### src/rtl/core/pvfe_pkg.sv
// pvfe_pkg: widths, payload structs and back-end state codes of the peak and valley
// feature extractor; depends on nothing, used by every file under rtl/core
package pvfe_pkg;

  localparam int SAMPLE_W   = 16;
  localparam int INDEX_W    = 16;
  localparam int SLOPE_FRAC = 8;
  localparam int SLOPE_W    = SAMPLE_W + SLOPE_FRAC;

  // one input item
  typedef struct packed {
    logic signed [SAMPLE_W-1:0] sample;
    logic                       last;
  } pvfe_in_t;

  // one result item
  typedef struct packed {
    logic [INDEX_W-1:0]         peak_position;
    logic signed [SAMPLE_W-1:0] peak_level;
    logic [SAMPLE_W-1:0]        height_max;
    logic [SAMPLE_W:0]          height_sum;
    logic [SLOPE_W-1:0]         slope_max;
    logic [SLOPE_W:0]           slope_sum;
    logic [INDEX_W-1:0]         spread_left;
    logic [INDEX_W-1:0]         spread_right;
    logic                       closed_by_end;
  } pvfe_out_t;

  // a closed peak, handed from the front end to the back end
  typedef struct packed {
    logic [INDEX_W-1:0]         peak_pos;
    logic signed [SAMPLE_W-1:0] peak_lvl;
    logic [INDEX_W-1:0]         left_pos;
    logic signed [SAMPLE_W-1:0] left_lvl;
    logic [INDEX_W-1:0]         right_pos;
    logic signed [SAMPLE_W-1:0] right_lvl;
    logic                       by_end;
  } pvfe_evt_t;

  typedef enum logic [2:0] {
    BK_IDLE,
    BK_PREP,
    BK_START_L,
    BK_WAIT_L,
    BK_START_R,
    BK_WAIT_R,
    BK_EMIT
  } pvfe_back_state_t;

endpackage

### src/rtl/core/pvfe_front.sv
// pvfe_front: slope tracking, valley and peak marking, closed-peak detection
// depends on pvfe_pkg; pushes closed peaks into pvfe_queue
module pvfe_front (
  input  logic                clk,
  input  logic                rst_n,
  input  logic                in_valid,
  output logic                in_ready,
  input  pvfe_pkg::pvfe_in_t  in_data,
  input  logic                q_full,
  output logic                q_push,
  output pvfe_pkg::pvfe_evt_t q_data
);

  localparam logic [pvfe_pkg::INDEX_W-1:0] IMAX = '1;

  logic signed [pvfe_pkg::SAMPLE_W-1:0] prev_r, prev_nxt;
  logic                                 have_prev_r, have_prev_nxt;
  logic                                 started_r, started_nxt;
  logic                                 rising_r, rising_nxt;
  logic [pvfe_pkg::INDEX_W-1:0]         pos_r, pos_nxt;
  logic [pvfe_pkg::INDEX_W-1:0]         valley_pos_r, valley_pos_nxt;
  logic signed [pvfe_pkg::SAMPLE_W-1:0] valley_lvl_r, valley_lvl_nxt;
  logic                                 pend_r, pend_nxt;
  logic [pvfe_pkg::INDEX_W-1:0]         pend_pos_r, pend_pos_nxt;
  logic signed [pvfe_pkg::SAMPLE_W-1:0] pend_lvl_r, pend_lvl_nxt;

  logic                                 accept;
  logic                                 falling;
  logic                                 emit_mid;
  logic                                 emit_end;
  logic [pvfe_pkg::INDEX_W-1:0]         idx;

  assign in_ready = !q_full;
  assign accept   = in_valid && in_ready;
  assign falling  = in_data.sample < prev_r;

  always_comb begin
    prev_nxt       = prev_r;
    have_prev_nxt  = have_prev_r;
    started_nxt    = started_r;
    rising_nxt     = rising_r;
    pos_nxt        = pos_r;
    valley_pos_nxt = valley_pos_r;
    valley_lvl_nxt = valley_lvl_r;
    pend_nxt       = pend_r;
    pend_pos_nxt   = pend_pos_r;
    pend_lvl_nxt   = pend_lvl_r;
    emit_mid       = 1'b0;
    idx            = '0;

    if (have_prev_r) begin
      // index saturates at its top value
      idx = (pos_r != IMAX) ? pos_r + 1'b1 : pos_r;
      if (!started_r) begin
        if (!falling) begin
          valley_pos_nxt = pos_r;
          valley_lvl_nxt = prev_r;
          started_nxt    = 1'b1;
          rising_nxt     = 1'b1;
        end
      end else if (falling) begin
        if (rising_r) begin
          pend_nxt     = 1'b1;
          pend_pos_nxt = pos_r;
          pend_lvl_nxt = prev_r;
          rising_nxt   = 1'b0;
        end
      end else begin
        if (!rising_r) begin
          emit_mid       = pend_r;
          valley_pos_nxt = pos_r;
          valley_lvl_nxt = prev_r;
          pend_nxt       = 1'b0;
        end
        rising_nxt = 1'b1;
      end
    end

    emit_end = in_data.last && started_nxt && !rising_nxt && pend_nxt && !emit_mid;

    q_data.peak_pos  = pend_pos_nxt;
    q_data.peak_lvl  = pend_lvl_nxt;
    q_data.left_pos  = valley_pos_r;
    q_data.left_lvl  = valley_lvl_r;
    q_data.right_pos = emit_mid ? pos_r : idx;
    q_data.right_lvl = emit_mid ? prev_r : in_data.sample;
    q_data.by_end    = !emit_mid;

    if (in_data.last) begin
      // end of signal: back to the reset state
      prev_nxt       = '0;
      have_prev_nxt  = 1'b0;
      started_nxt    = 1'b0;
      rising_nxt     = 1'b1;
      pos_nxt        = '0;
      valley_pos_nxt = '0;
      valley_lvl_nxt = '0;
      pend_nxt       = 1'b0;
      pend_pos_nxt   = '0;
      pend_lvl_nxt   = '0;
    end else begin
      prev_nxt      = in_data.sample;
      have_prev_nxt = 1'b1;
      pos_nxt       = idx;
    end
  end

  assign q_push = accept && (emit_mid || emit_end);

  always_ff @(posedge clk) begin
    if (!rst_n) begin
      prev_r       <= '0;
      have_prev_r  <= 1'b0;
      started_r    <= 1'b0;
      rising_r     <= 1'b1;
      pos_r        <= '0;
      valley_pos_r <= '0;
      valley_lvl_r <= '0;
      pend_r       <= 1'b0;
      pend_pos_r   <= '0;
      pend_lvl_r   <= '0;
    end else if (accept) begin
      prev_r       <= prev_nxt;
      have_prev_r  <= have_prev_nxt;
      started_r    <= started_nxt;
      rising_r     <= rising_nxt;
      pos_r        <= pos_nxt;
      valley_pos_r <= valley_pos_nxt;
      valley_lvl_r <= valley_lvl_nxt;
      pend_r       <= pend_nxt;
      pend_pos_r   <= pend_pos_nxt;
      pend_lvl_r   <= pend_lvl_nxt;
    end
  end

endmodule

### src/rtl/core/pvfe_queue.sv
// pvfe_queue: small register queue of closed peaks between front and back end
// depends on pvfe_pkg for the peak record type
module pvfe_queue #(
  parameter int DEPTH = 2
) (
  input  logic                clk,
  input  logic                rst_n,
  input  logic                push,
  input  pvfe_pkg::pvfe_evt_t push_data,
  output logic                full,
  input  logic                pop,
  output pvfe_pkg::pvfe_evt_t pop_data,
  output logic                empty
);

  localparam int PTR_W = (DEPTH > 1) ? $clog2(DEPTH) : 1;
  localparam int CNT_W = $clog2(DEPTH + 1);

  pvfe_pkg::pvfe_evt_t mem [DEPTH];
  logic [PTR_W-1:0]    wr_ptr_r;
  logic [PTR_W-1:0]    rd_ptr_r;
  logic [CNT_W-1:0]    count_r;

  assign full     = (count_r == CNT_W'(DEPTH));
  assign empty    = (count_r == '0);
  assign pop_data = mem[rd_ptr_r];

  always_ff @(posedge clk) begin
    if (push) begin
      mem[wr_ptr_r] <= push_data;
    end
  end

  always_ff @(posedge clk) begin
    if (!rst_n) begin
      wr_ptr_r <= '0;
      rd_ptr_r <= '0;
      count_r  <= '0;
    end else begin
      if (push) begin
        wr_ptr_r <= (wr_ptr_r == PTR_W'(DEPTH - 1)) ? '0 : wr_ptr_r + 1'b1;
      end
      if (pop) begin
        rd_ptr_r <= (rd_ptr_r == PTR_W'(DEPTH - 1)) ? '0 : rd_ptr_r + 1'b1;
      end
      if (push && !pop) begin
        count_r <= count_r + 1'b1;
      end else if (pop && !push) begin
        count_r <= count_r - 1'b1;
      end
    end
  end

endmodule

### src/rtl/core/pvfe_div.sv
// pvfe_div: restoring divider, one quotient bit per cycle, for the slope terms
// depends on pvfe_pkg for operand widths
module pvfe_div (
  input  logic                          clk,
  input  logic                          rst_n,
  input  logic                          start,
  input  logic [pvfe_pkg::SLOPE_W-1:0]  dividend,
  input  logic [pvfe_pkg::INDEX_W-1:0]  divisor,
  output logic                          done,
  output logic [pvfe_pkg::SLOPE_W-1:0]  quotient
);

  localparam int DVD_W = pvfe_pkg::SLOPE_W;
  localparam int DEN_W = pvfe_pkg::INDEX_W;
  localparam int CNT_W = $clog2(DVD_W + 1);

  logic [DVD_W-1:0] q_r;
  logic [DEN_W-1:0] rem_r;
  logic [DEN_W-1:0] den_r;
  logic [CNT_W-1:0] cnt_r;
  logic             busy_r;
  logic             done_r;

  logic [DEN_W:0]   shifted;
  logic [DEN_W:0]   diff;
  logic             fits;

  assign shifted  = {rem_r, q_r[DVD_W-1]};
  assign diff     = shifted - {1'b0, den_r};
  assign fits     = shifted >= {1'b0, den_r};
  assign done     = done_r;
  assign quotient = q_r;

  always_ff @(posedge clk) begin
    if (!rst_n) begin
      busy_r <= 1'b0;
      done_r <= 1'b0;
      cnt_r  <= '0;
    end else begin
      done_r <= 1'b0;
      if (start) begin
        busy_r <= 1'b1;
        cnt_r  <= CNT_W'(DVD_W);
      end else if (busy_r) begin
        cnt_r <= cnt_r - 1'b1;
        if (cnt_r == CNT_W'(1)) begin
          busy_r <= 1'b0;
          done_r <= 1'b1;
        end
      end
    end
  end

  // datapath: dividend shifts out at the top, quotient bits shift in below
  always_ff @(posedge clk) begin
    if (start) begin
      q_r   <= dividend;
      rem_r <= '0;
      den_r <= divisor;
    end else if (busy_r) begin
      q_r   <= {q_r[DVD_W-2:0], fits};
      rem_r <= fits ? diff[DEN_W-1:0] : shifted[DEN_W-1:0];
    end
  end

endmodule

### src/rtl/core/pvfe_back.sv
// pvfe_back: heights, spreads and slopes of one closed peak, with result register
// depends on pvfe_pkg and pvfe_div
module pvfe_back (
  input  logic                clk,
  input  logic                rst_n,
  input  logic                q_empty,
  input  pvfe_pkg::pvfe_evt_t q_data,
  output logic                q_pop,
  output logic                out_valid,
  input  logic                out_ready,
  output pvfe_pkg::pvfe_out_t out_data
);

  localparam int SW = pvfe_pkg::SAMPLE_W;
  localparam int IW = pvfe_pkg::INDEX_W;
  localparam int LW = pvfe_pkg::SLOPE_W;

  function automatic logic [SW-1:0] abs_diff(logic signed [SW-1:0] a, logic signed [SW-1:0] b);
    logic [SW:0] d;
    d = {a[SW-1], a} - {b[SW-1], b};
    abs_diff = d[SW] ? SW'(~d + 1'b1) : d[SW-1:0];
  endfunction

  pvfe_pkg::pvfe_back_state_t state_r, state_nxt;

  pvfe_pkg::pvfe_evt_t ev_r;
  logic [SW-1:0]       hl_r, hr_r;
  logic [IW-1:0]       spl_r, spr_r;
  logic [LW-1:0]       sl_r, sr_r;
  logic                out_valid_r;
  pvfe_pkg::pvfe_out_t out_data_r;

  logic                div_start;
  logic                div_done;
  logic [LW-1:0]       div_q;
  logic [SW-1:0]       h_sel;
  logic [IW-1:0]       s_sel;
  logic [IW-1:0]       divisor;
  logic                load_out;
  pvfe_pkg::pvfe_out_t res;

  // next state
  always_comb begin
    state_nxt = state_r;
    unique case (state_r)
      pvfe_pkg::BK_IDLE:    if (!q_empty) state_nxt = pvfe_pkg::BK_PREP;
      pvfe_pkg::BK_PREP:    state_nxt = pvfe_pkg::BK_START_L;
      pvfe_pkg::BK_START_L: state_nxt = pvfe_pkg::BK_WAIT_L;
      pvfe_pkg::BK_WAIT_L:  if (div_done) state_nxt = pvfe_pkg::BK_START_R;
      pvfe_pkg::BK_START_R: state_nxt = pvfe_pkg::BK_WAIT_R;
      pvfe_pkg::BK_WAIT_R:  if (div_done) state_nxt = pvfe_pkg::BK_EMIT;
      pvfe_pkg::BK_EMIT:    if (!out_valid_r || out_ready) state_nxt = pvfe_pkg::BK_IDLE;
      default:              state_nxt = pvfe_pkg::BK_IDLE;
    endcase
  end

  // outputs of the sequencer
  always_comb begin
    q_pop     = 1'b0;
    div_start = 1'b0;
    load_out  = 1'b0;
    unique case (state_r)
      pvfe_pkg::BK_IDLE:    q_pop     = !q_empty;
      pvfe_pkg::BK_START_L: div_start = 1'b1;
      pvfe_pkg::BK_START_R: div_start = 1'b1;
      pvfe_pkg::BK_EMIT:    load_out  = !out_valid_r || out_ready;
      default: ;
    endcase
  end

  // a zero spread (saturated index) divides as if it were one
  assign h_sel   = (state_r == pvfe_pkg::BK_START_R) ? hr_r : hl_r;
  assign s_sel   = (state_r == pvfe_pkg::BK_START_R) ? spr_r : spl_r;
  assign divisor = (s_sel == '0) ? IW'(1) : s_sel;

  pvfe_div u_div (
    .clk      (clk),
    .rst_n    (rst_n),
    .start    (div_start),
    .dividend (LW'({h_sel, {pvfe_pkg::SLOPE_FRAC{1'b0}}})),
    .divisor  (divisor),
    .done     (div_done),
    .quotient (div_q)
  );

  always_comb begin
    res.peak_position = ev_r.peak_pos;
    res.peak_level    = ev_r.peak_lvl;
    res.height_max    = (hl_r > hr_r) ? hl_r : hr_r;
    res.height_sum    = {1'b0, hl_r} + {1'b0, hr_r};
    res.slope_max     = (sl_r > sr_r) ? sl_r : sr_r;
    res.slope_sum     = {1'b0, sl_r} + {1'b0, sr_r};
    res.spread_left   = spl_r;
    res.spread_right  = spr_r;
    res.closed_by_end = ev_r.by_end;
  end

  always_ff @(posedge clk) begin
    if (!rst_n) begin
      state_r     <= pvfe_pkg::BK_IDLE;
      out_valid_r <= 1'b0;
    end else begin
      state_r <= state_nxt;
      if (load_out) begin
        out_valid_r <= 1'b1;
      end else if (out_ready) begin
        out_valid_r <= 1'b0;
      end
    end
  end

  always_ff @(posedge clk) begin
    if (q_pop) begin
      ev_r <= q_data;
    end
    if (state_r == pvfe_pkg::BK_PREP) begin
      hl_r  <= abs_diff(ev_r.peak_lvl, ev_r.left_lvl);
      hr_r  <= abs_diff(ev_r.peak_lvl, ev_r.right_lvl);
      spl_r <= ev_r.peak_pos - ev_r.left_pos;
      spr_r <= ev_r.right_pos - ev_r.peak_pos;
    end
    if (state_r == pvfe_pkg::BK_WAIT_L && div_done) begin
      sl_r <= div_q;
    end
    if (state_r == pvfe_pkg::BK_WAIT_R && div_done) begin
      sr_r <= div_q;
    end
    if (load_out) begin
      out_data_r <= res;
    end
  end

  assign out_valid = out_valid_r;
  assign out_data  = out_data_r;

endmodule

### src/rtl/core/peak_valley_feature_extractor.sv
// peak_valley_feature_extractor: top level, front end, peak queue and back end
// depends on pvfe_pkg, pvfe_front, pvfe_queue, pvfe_back (and pvfe_div below it)
//
//   channel  direction  handshake          payload
//   in_      input      in_valid/in_ready    pvfe_in_t  (sample, last)
//   out_     output     out_valid/out_ready  pvfe_out_t (one result per closed peak)
//
// the front end takes one sample a cycle while the peak queue has room; a sample
//   that closes a peak writes one record into the queue
// the back end runs the two slope divisions of a peak in turn on the one bit-serial
//   divider, and pops the next peak only once the last result is loaded
// a peak takes at least two samples
// rst_n is synchronous: all tracking state, the queue and the result flag clear at once
// a stalled out_ready holds the result register; in_ready drops only when the queue fills
module peak_valley_feature_extractor #(
  parameter int QUEUE_DEPTH = 2
) (
  input  logic                clk,
  input  logic                rst_n,
  input  logic                in_valid,
  output logic                in_ready,
  input  pvfe_pkg::pvfe_in_t  in_data,
  output logic                out_valid,
  input  logic                out_ready,
  output pvfe_pkg::pvfe_out_t out_data
);

  // closed-peak records between the two halves
  logic                q_push;
  logic                q_pop;
  logic                q_full;
  logic                q_empty;
  pvfe_pkg::pvfe_evt_t q_wdata;
  pvfe_pkg::pvfe_evt_t q_rdata;

  // slope tracking and peak/valley marking
  pvfe_front u_front (
    .clk      (clk),
    .rst_n    (rst_n),
    .in_valid (in_valid),
    .in_ready (in_ready),
    .in_data  (in_data),
    .q_full   (q_full),
    .q_push   (q_push),
    .q_data   (q_wdata)
  );

  // lets sampling run on while the divider is busy
  pvfe_queue #(
    .DEPTH (QUEUE_DEPTH)
  ) u_queue (
    .clk       (clk),
    .rst_n     (rst_n),
    .push      (q_push),
    .push_data (q_wdata),
    .full      (q_full),
    .pop       (q_pop),
    .pop_data  (q_rdata),
    .empty     (q_empty)
  );

  // heights, spreads, slopes and the result register
  pvfe_back u_back (
    .clk       (clk),
    .rst_n     (rst_n),
    .q_empty   (q_empty),
    .q_data    (q_rdata),
    .q_pop     (q_pop),
    .out_valid (out_valid),
    .out_ready (out_ready),
    .out_data  (out_data)
  );

endmodule
### config.mk
export PLATFORM = sky130hd
export DESIGN_NAME = peak_valley_feature_extractor
export DESIGN_NICKNAME = d
export VERILOG_FILES = /design/src/rtl/core/pvfe_pkg.sv /design/src/rtl/core/pvfe_front.sv /design/src/rtl/core/pvfe_queue.sv /design/src/rtl/core/pvfe_div.sv /design/src/rtl/core/pvfe_back.sv /design/src/rtl/core/peak_valley_feature_extractor.sv
export SDC_FILE = /design/constraint.sdc
export NUM_CORES = 1
export LEC_CHECK = 0
export BUFFER_PORTS_ARGS = -buffer_cell sky130_fd_sc_hd__buf_2
export CORE_AREA = 2 2 342 344
export DETAILED_ROUTE_END_ITERATION = 7
export DIE_AREA = 0 0 344 346
export PLACE_DENSITY = 0.47
export SLEW_MARGIN = 15
export SYNTH_ARGS = -nofsm -noshare
export SYNTH_HDL_FRONTEND = slang
export SYNTH_SLANG_ARGS = --single-unit
### constraint.sdc
create_clock -name clk -period 15.35 [get_ports clk]
set_input_delay 1.535 -clock clk [delete_from_list [all_inputs] [get_ports clk]]
set_output_delay 1.535 -clock clk [all_outputs]
set_load 0.005 [all_outputs]
==> results.sh, run 1 <==
export IMPL_grt_pass1_wl_um=125000
export IMPL_drc=0
export IMPL_synth_cell_types=79
export IMPL_ios=170
export IMPL_vias=21300
export IMPL_postCtsSetupRepairBufs=0
export IMPL_r2r_end="u_queue.mem[0][79]"
export IMPL_netSwitchingPower_mw=2.35
export IMPL_crit_required_ns=15.61
export IMPL_antenna_found_initial=6
export IMPL_grt_pass1_vias=20600
export IMPL_p_per_area_mw_per_mm2=176
export IMPL_routedWlPerCell_um=17.9
export IMPL_maxCapViolCount=0
export IMPL_viasPerCell=4.69
export IMPL_clock_power_share=0.279
export IMPL_slew_headroom=0.276
export IMPL_path_class="primary input to flop"
export IMPL_dp_hpwl_um=56200
export IMPL_n_antenna_cell=0
export IMPL_clk_path_buf_depth=3
export IMPL_wirelength_um=81300
export IMPL_worst_pin_slew_ns=1.08
export IMPL_grt_overflow=0
export IMPL_ctsHoldBuffers=0
export IMPL_numCtsBuffers=83
export IMPL_finalMaxSlewViolations=0
export IMPL_hold_viol=0
export IMPL_fin_tns_setup_ns=0
export IMPL_switching_share=0.336
export IMPL_gp_congestion=0.772
export IMPL_combPwrFrac=0.323
export IMPL_max_freq_mhz=189
export IMPL_critPathCaptureType="flop"
export IMPL_ys_ff_latch=721
export IMPL_die_area_mm2=0.119
export IMPL_clk_latency_ns=0.66
export IMPL_final_common_cell="edfxtp_1"
export IMPL_numClockSinks=721
export IMPL_r2r_slack_ns=10.55
export IMPL_cts_resized=0
export IMPL_syn_area_per_cell_um2=12.3
export IMPL_seq_area_frac_synth=0.590
export IMPL_rr_worst_depth=10
export IMPL_start_util=0.297
export IMPL_fp_dieW_um=344
export IMPL_final_cell_mix="582 x edfxtp_1, 219 x inv_1, 215 x nor2_1"
export IMPL_critPathMaxFanout=66
export IMPL_synth_nets=2990
export IMPL_h_tree_depth=3
export IMPL_placed_cells=4378
export IMPL_fin_nets=3146
export IMPL_crit_arrival_ns=5.57
export IMPL_min_from="u_back.spl_r[14]"
export IMPL_root_buffer="clkbuf_16"
export IMPL_skew_ns=0.0202
export IMPL_min_period_ns=5.30
export IMPL_die_h_um=346
export IMPL_async_flop_share=0
export IMPL_synth_edf_count=582
export IMPL_drive_above_1_share=0.180
export IMPL_dr_pass1_iters=6
export IMPL_grt_util_all_layers=0.135
export IMPL_io_buffers=169
export IMPL_cp_start_kind="primary input"
export IMPL_internal_power_mw=4.64
export IMPL_synth_ff_type="edfxtp_1"
export IMPL_finalCritPeriodShare=0.346
export IMPL_area_growth_pct=15.3
export IMPL_grt_start_max_net_pins=76
export IMPL_postSynthCellCount=2783
export IMPL_core_mm2=0.115
export IMPL_holdPathEnd="u_back.out_data[31]"
export IMPL_p_leak_nw=14.3
export IMPL_rsz0062_at_grt="false"
export IMPL_clk_pin_slew_ns=0.06
export IMPL_setup_violations=0
export IMPL_finalNonFillerCells=4533
export IMPL_cts_tree="done"
export IMPL_holdPathStages=0
export IMPL_hold_path_class="flop to flop"
export IMPL_rows=125
export IMPL_peakVddDrop_v=0.0000930
export IMPL_drtIter0Drc=1181
export IMPL_ant_nets=0
export IMPL_status="finished, final reports clean"
export IMPL_netlist_area_mm2=0.0343
export IMPL_ys_warn_count=0
export IMPL_pwr_share_seq=0.399
export IMPL_worstReg2RegStart="u_front.prev_r[11]"
layout make-up:
cell class                      instances  area, um2
Multi-Input combinational cell       1716      12800
Tap cell                             1524       1910
Timing Repair Buffer                  195       1040
Sequential cell                       721      20300
Clock inverter                         46        448
Inverter                              222        836
Clock buffer                          109       2260
Fill cell                           11400      75800
power groups by stage:
stage / Clock, mW / Combinational (mW) / Sequential, mW
finish: 1.95 / 2.25 / 2.79
global route: 2.09 / 2.54 / 2.82
CTS: 2.01 / 2.30 / 2.80
detailed placement: 0 / 2.28 / 2.84
global placement: 0 / 2.28 / 2.83
floorplan: 0 / 1.77 / 2.74
worst max path at each step:
stage                           start  slack, ns                 end  cells past startpoint
after floorplan             out_ready       2.98  u_back.out_data[0]                      2
after global routing      in_data[13]       9.79  u_queue.mem[0][79]                     10
final                     in_data[13]      10.05  u_queue.mem[0][79]                     10
after detailed placement  in_data[13]       9.24  u_queue.mem[0][46]                     10
after CTS                 in_data[13]       9.95  u_queue.mem[0][44]                     10
after global placement    in_data[12]       9.26  u_queue.mem[0][13]                     10
Yosys cell counts, types with 5 or more instances:
library cell / number / share of area
a2111oi_0: 5 / 0.0013
a211oi_1: 10 / 0.0022
a21boi_1: 6 / 0.0013
a21o_1: 27 / 0.0059
a21oi_1: 127 / 0.019
a22o_1: 40 / 0.010
a22oi_1: 34 / 0.0074
a311o_1: 24 / 0.0070
a31oi_1: 28 / 0.0051
and2_1: 10 / 0.0018
and3_1: 8 / 0.0015
buf_2: 16 / 0.0023
clkbuf_1: 104 / 0.011
dfxtp_1: 139 / 0.081
edfxtp_1: 582 / 0.51
fa_1: 7 / 0.0041
ha_1: 179 / 0.065
inv_1: 222 / 0.024
mux2_2: 178 / 0.058
mux2i_1: 37 / 0.011
nand2_1: 76 / 0.0083
nand2b_1: 24 / 0.0044
nand3_1: 115 / 0.017
nand4_1: 26 / 0.0047
nor2_1: 220 / 0.024
nor2b_1: 23 / 0.0042
nor3_1: 48 / 0.0070
nor4_1: 14 / 0.0026
nor4b_1: 7 / 0.0018
o2111ai_1: 5 / 0.0013
o211ai_1: 31 / 0.0068
o21a_1: 17 / 0.0037
o21ai_0: 101 / 0.015
o21ai_1: 15 / 0.0022
o21bai_1: 26 / 0.0057
o31ai_1: 14 / 0.0031
or2_2: 6 / 0.0011
or3_1: 21 / 0.0038
or4_1: 5 / 0.0011
xnor2_1: 91 / 0.023
xor2_1: 34 / 0.0087
critical path: stages:
cell and delay (ns):
buf_2 0.12, ha_1 0.21, or3_1 0.39, a2111oi_0 0.63, o211ai_1 0.33, a21oi_2 0.49, mux2i_1 0.31, o21ai_0 0.22
inv_4 0.40, buf_4 0.85
stage by stage:
stage	total power, mW	area [um2]	hold WS, ns	setup slack, ns	utilization
finish	6.99	39600	0.436	10.05	0.343
CTS	7.11	39600	0.439	9.95	0.343
detailed placement	5.12	36900	0.422	9.24	0.320
global route	7.45	39600	0.451	9.79	0.343
global placement	5.11	36900	0.408	9.26	0.320
floorplan	4.51	34300	0.400	2.98	-
metal layers:
layer | wire length (um) | GRT usage
met1 | 40800 | 0.198
met3 | 2850 | 0.0204
met2 | 35900 | 0.205
met5 | 0 | 0
met4 | 1800 | 0.0367
flip-flops by register name, indices dropped and copies added, names as in the netlist, 24 cells and up:
signal,cells
u_back.sr_r,24
u_back.out_data,147
u_queue.mem,194
u_back.sl_r,24
u_back.ev_r,97
u_back.u_div.quotient,24
logic make-up after synthesis:
family / share of synthesized area
multiplexers: 0.0692
AND/OR/NAND/NOR: 0.0885
buffers and inverters: 0.0384
AO/OA/AOI/OAI: 0.112
XOR/XNOR: 0.0319
adder cells (fa/ha/maj): 0.0693
flip-flops: 0.590
No activity file was read; power rests on OpenSTA's default activity.
==> run 2: changes to the inputs <==
PLACE_DENSITY = 0.48   (was 0.47)
clock period = 4.4 ns   (was 15.35 ns; I/O delays follow)
==> results.sh, run 2 (synthesis results as in run 1) <==
export IMPL_area_growth_pct=16.4
export IMPL_grt_pass1_vias=20700
export IMPL_worstReg2RegStart="u_front.prev_r[12]"
export IMPL_placed_area_mm2=0.0371
export IMPL_die_h_um=346
export IMPL_total_power_mw=24.7
export IMPL_vias=21500
export IMPL_viasPerCell=4.73
export IMPL_core_mm2=0.115
export IMPL_p_per_area_mw_per_mm2=618
export IMPL_clk_latency_ns=0.64
export IMPL_cp_slowest_cell="a2111oi_0"
export IMPL_holdPathStages=3
export IMPL_min_period_ns=3.73
export IMPL_r2r_slack_ns=0.67
export IMPL_maxCapViolCount=0
export IMPL_setup_violations=0
export IMPL_crit_arrival_ns=4.08
export IMPL_cts_resized=0
export IMPL_root_buffer="clkbuf_16"
export IMPL_h_tree_depth=3
export IMPL_dp_hpwl_um=57400
export IMPL_hold_viol=0
export IMPL_holdPathEnd="u_front.prev_r[1]"
export IMPL_finalCritPeriodShare=0.849
export IMPL_setup_slack_ns=0.665
export IMPL_rsz0062_at_grt="false"
export IMPL_grt_overflow=0
export IMPL_cp_num_buf_inv=4
export IMPL_drive_above_1_share=0.186
export IMPL_start_util=0.297
export IMPL_routedWlPerCell_um=18.0
export IMPL_finalMaxSlewViolations=0
export IMPL_cp_cell_sequence="inv_1, ha_1, or3_1, a2111oi_0, buf_4, o211ai_1, a21oi_2, mux2i_1, o21ai_0, clkinvlp_4, buf_12"
export IMPL_drtIter0Drc=1363
export IMPL_final_common_cell="edfxtp_1"
export IMPL_postCtsSetupRepairBufs=0
export IMPL_numClockSinks=721
export IMPL_clk_path_buf_depth=3
export IMPL_drc=0
export IMPL_whs_ns=0.0885
export IMPL_cts_tree="done"
export IMPL_clk_pin_slew_ns=0.06
export IMPL_grt_util_all_layers=0.136
export IMPL_critical_path_top_delay_family="compound AO/OA/AOI/OAI gates"
export IMPL_numCtsBuffers=84
export IMPL_io_buffers=169
export IMPL_max_freq_mhz=268
export IMPL_status="finished, final reports clean"
export IMPL_rows=125
export IMPL_final_cell_area_mm2=0.0399
export IMPL_ant_nets=0
export IMPL_grt_pass1_wl_um=126000
export IMPL_largest_register_ffs=194
export IMPL_dr_pass1_iters=6
export IMPL_p_leak_nw=14.5
export IMPL_peakVddDrop_v=0.000387
export IMPL_die_area_mm2=0.119
export IMPL_wirelength_um=82000
export IMPL_fp_dieW_um=344
export IMPL_critPathCaptureType="flop"
export IMPL_slew_headroom=0.261
export IMPL_critPathMaxFanout=53
export IMPL_largest_register="u_queue.mem"
export IMPL_antenna_found_initial=7
export IMPL_rr_worst_depth=11
export IMPL_cp_slowest_stage_delay_ns=0.52
export IMPL_startpoint="u_front.prev_r[12]"
export IMPL_ctsHoldBuffers=0
export IMPL_ios=170
export IMPL_worst_pin_slew_ns=1.11
export IMPL_min_from="in_data[2]"
export IMPL_skew_ns=0.0212
export IMPL_path_class="flop to flop"
export IMPL_hold_path_class="primary input to flop"
export IMPL_fin_nets=3160
export IMPL_dp_slack_ns=0.516
export IMPL_crit_required_ns=4.74
export IMPL_cp_start_kind="flop"
export IMPL_gp_congestion=0.803
export IMPL_r2r_end="u_queue.mem[0][49]"
export IMPL_final_cell_mix="582 x edfxtp_1, 220 x inv_1, 215 x nor2_1"
export IMPL_grt_start_max_net_pins=99
export IMPL_num_fill_cells=11500
run 2: changes by cell type in the layout (fill, tap and decap cells not counted), moves of 2 or more:
cell and change:
nor3_2 -2, clkinv_2 +2, dfxtp_4 +2, clkbuf_8 +3, buf_4 +5, clkbuf_1 -2
clkbuf_16 +2, buf_12 +8, clkinv_1 -3, nor3_4 +2, bufinv_16 +4, dfxtp_1 -2
run 2: worst max-delay path by stage:
stage | end | slack (ns) | cells after the start
5_1_grt | u_back.hl_r[15] | 0.21 | 13
6_report | u_queue.mem[0][49] | 0.67 | 11
3_5_place_dp | u_queue.mem[0][77] | 0.52 | 11
4_1_cts | u_back.hl_r[15] | 0.62 | 13
3_3_place_gp | u_queue.mem[0][83] | 0.53 | 11
2_1_floorplan | u_back.out_data[0] | -0.002 | 2
run 2: cell type report:
type	instances	area (um2)	area share
Inverter	222	837	0.0210
Tap cell	1524	1910	0.0477
Antenna cell	1	2.50	0.0000627
Timing Repair Buffer	208	1240	0.0310
Sequential cell	721	20300	0.508
Clock inverter	45	489	0.0122
Clock buffer	112	2340	0.0586
Multi-Input combinational cell	1716	12900	0.322
run 2: through the flow:
step	cells	utilization	setup TNS (ns)
after detailed placement	4391	0.321	0
after global placement	4391	0.321	0
after floorplan	2783	-	-0.326
after global routing	4548	0.346	0
final	4549	0.346	0
after CTS	4548	0.346	0
run 2: report_power, final:
| part | total, mW | internal, mW | switching (mW) |
|---|---|---|---|
| clock network | 7.10 | 4.28 | 2.82 |
| registers | 9.74 | 8.98 | 0.763 |
| logic | 7.83 | 3.29 | 4.54 |
| total | 24.7 | 16.6 | 8.12 |
run 2: layer usage:
layer  wire, um  GRT usage
met1      40500      0.199
met5         14          0
met4       1930     0.0420
met2      36100      0.205
met3       3370     0.0203
run 2: worst register-to-register path, delay by kind of cell (launching register included):
kind / cells / cell delay, ns
AOI/OAI and AO/OA: 4 / 1.37
adders and majority gates: 1 / 0.19
buffers and inverters: 4 / 0.90
DFF: 1 / 0.39
muxes: 1 / 0.15
and+or+nand+nor: 1 / 0.38
==> run 3: changes to the inputs <==
PLACE_DENSITY = 0.47   (was 0.48)
clock period = 3.85 ns   (was 4.4 ns; I/O delays follow)
==> results.sh, run 3 (synthesis results as in run 1) <==
export IMPL_worst_pin_slew_ns=1.07
export IMPL_critPathCaptureType="flop"
export IMPL_finalMaxSlewViolations=0
export IMPL_clk_pin_slew_ns=0.06
export IMPL_grt_overflow=0
export IMPL_ios=170
export IMPL_clk_path_buf_depth=3
export IMPL_rows=125
export IMPL_slew_headroom=0.286
export IMPL_numClockSinks=721
export IMPL_routedWlPerCell_um=17.9
export IMPL_grt_util_all_layers=0.136
export IMPL_die_area_mm2=0.119
export IMPL_whs_ns=0.0488
export IMPL_fp_dieW_um=344
export IMPL_viasPerCell=4.70
export IMPL_postCtsSetupRepairBufs=0
export IMPL_p_leak_nw=14.5
export IMPL_grt_start_max_net_pins=99
export IMPL_max_freq_mhz=285
export IMPL_wirelength_um=81800
export IMPL_numCtsBuffers=83
export IMPL_drc=0
export IMPL_maxCapViolCount=0
export IMPL_p_per_area_mw_per_mm2=699
export IMPL_ant_nets=0
export IMPL_fin_nets=3178
export IMPL_crit_required_ns=4.23
export IMPL_rsz0062_at_grt="false"
export IMPL_area_growth_pct=16.7
export IMPL_h_tree_depth=3
export IMPL_path_class="flop to flop"
export IMPL_die_h_um=346
export IMPL_gp_congestion=0.797
export IMPL_core_mm2=0.115
export IMPL_largest_register="u_queue.mem"
export IMPL_drive_above_1_share=0.189
export IMPL_min_period_ns=3.51
export IMPL_hold_viol=0
export IMPL_start_util=0.297
export IMPL_dr_pass1_iters=7
export IMPL_peakVddDrop_v=0.000373
export IMPL_grt_pass1_vias=21200
export IMPL_io_buffers=169
export IMPL_hold_path_class="primary input to flop"
export IMPL_root_buffer="clkbuf_16"
export IMPL_skew_ns=0.0215
export IMPL_critPathMaxFanout=9
export IMPL_largest_register_ffs=194
export IMPL_drtIter0Drc=1140
export IMPL_finalCritPeriodShare=0.910
export IMPL_final_common_cell="edfxtp_1"
export IMPL_cts_tree="done"
export IMPL_antenna_found_initial=8
export IMPL_status="finished, final reports clean"
export IMPL_vias=21400
export IMPL_final_cell_mix="582 x edfxtp_1, 220 x inv_1, 215 x nor2_1"
export IMPL_crit_arrival_ns=3.89
export IMPL_setup_violations=0
export IMPL_clk_latency_ns=0.65
export IMPL_cp_start_kind="flop"
export IMPL_dp_hpwl_um=58000
export IMPL_grt_pass1_wl_um=127000
export IMPL_total_power_mw=28.0
run 3: path summary, 6_finish.rpt:
| check | startpoint | endpoint | slack (ns) | cells after the start |
|---|---|---|---|---|
| worst max-delay path | u_back.ev_r[65] | u_back.hl_r[7] | 0.34 | 13 |
| worst min-delay path | in_data[7] | u_front.prev_r[6] | 0.05 | 3 |
| worst max register to register | u_back.ev_r[65] | u_back.hl_r[7] | 0.34 | 13 |
| worst min register to register | u_back.spr_r[7] | u_back.out_data[8] | 0.44 | 0 |
run 3: repair_timing:
action                                  4_1_cts  5_1_grt
hold buffers                                 10        0
gates resized for setup                       0        1
endpoints found under the setup margin        0       58
hold endpoints to repair                     10        0
run 3: per-layer routing:
metal,share of wire,global-route usage,up-vias
li1,-,-,10700
met1,0.50,0.198,10300
met2,0.44,0.209,359
met3,0.039,0.0211,102
met4,0.021,0.0398,0
met5,0,0,-
run 3: area by class of cell:
cell class	count	area, um2
clock buffer	110	2230
fill	11500	75400
tap	1524	1910
clock inverter	44	479
multi-input combinational	1716	12900
antenna	1	2.50
timing repair buffer	227	1440
sequential	721	20300
inverter	222	837
run 3: power by group:
part	total, mW	internal, mW	switching [mW]
clock	7.81	4.58	3.23
combinational	9.08	3.83	5.25
sequential	11.1	10.3	0.844
run 3: stage by stage:
| step | utilization | TNS (ns) | cell area [um2] | cells | worst slack (ns) |
|---|---|---|---|---|---|
| floorplan | - | -86.04 | 34400 | 2783 | -0.550 |
| global placement | 0.323 | 0 | 37300 | 4400 | 0.204 |
| detailed placement | 0.323 | 0 | 37300 | 4400 | 0.222 |
| CTS | 0.347 | 0 | 40100 | 4564 | 0.214 |
| global route | 0.347 | 0 | 40100 | 4564 | 0.0290 |
| finish | 0.347 | 0 | 40100 | 4565 | 0.345 |
run 3: critical path: stages (launching register included):
cell and delay, ns:
edfxtp_1 0.38, inv_1 0.10, ha_1 0.16, inv_1 0.05
fa_1 0.41, a211oi_1 0.32, o21ai_1 0.16, a2111oi_1 0.50
nor4_1 0.13, o31ai_1 0.25, nand2b_1 0.14, a31o_1 0.36
a21oi_1 0.19, xnor2_1 0.09
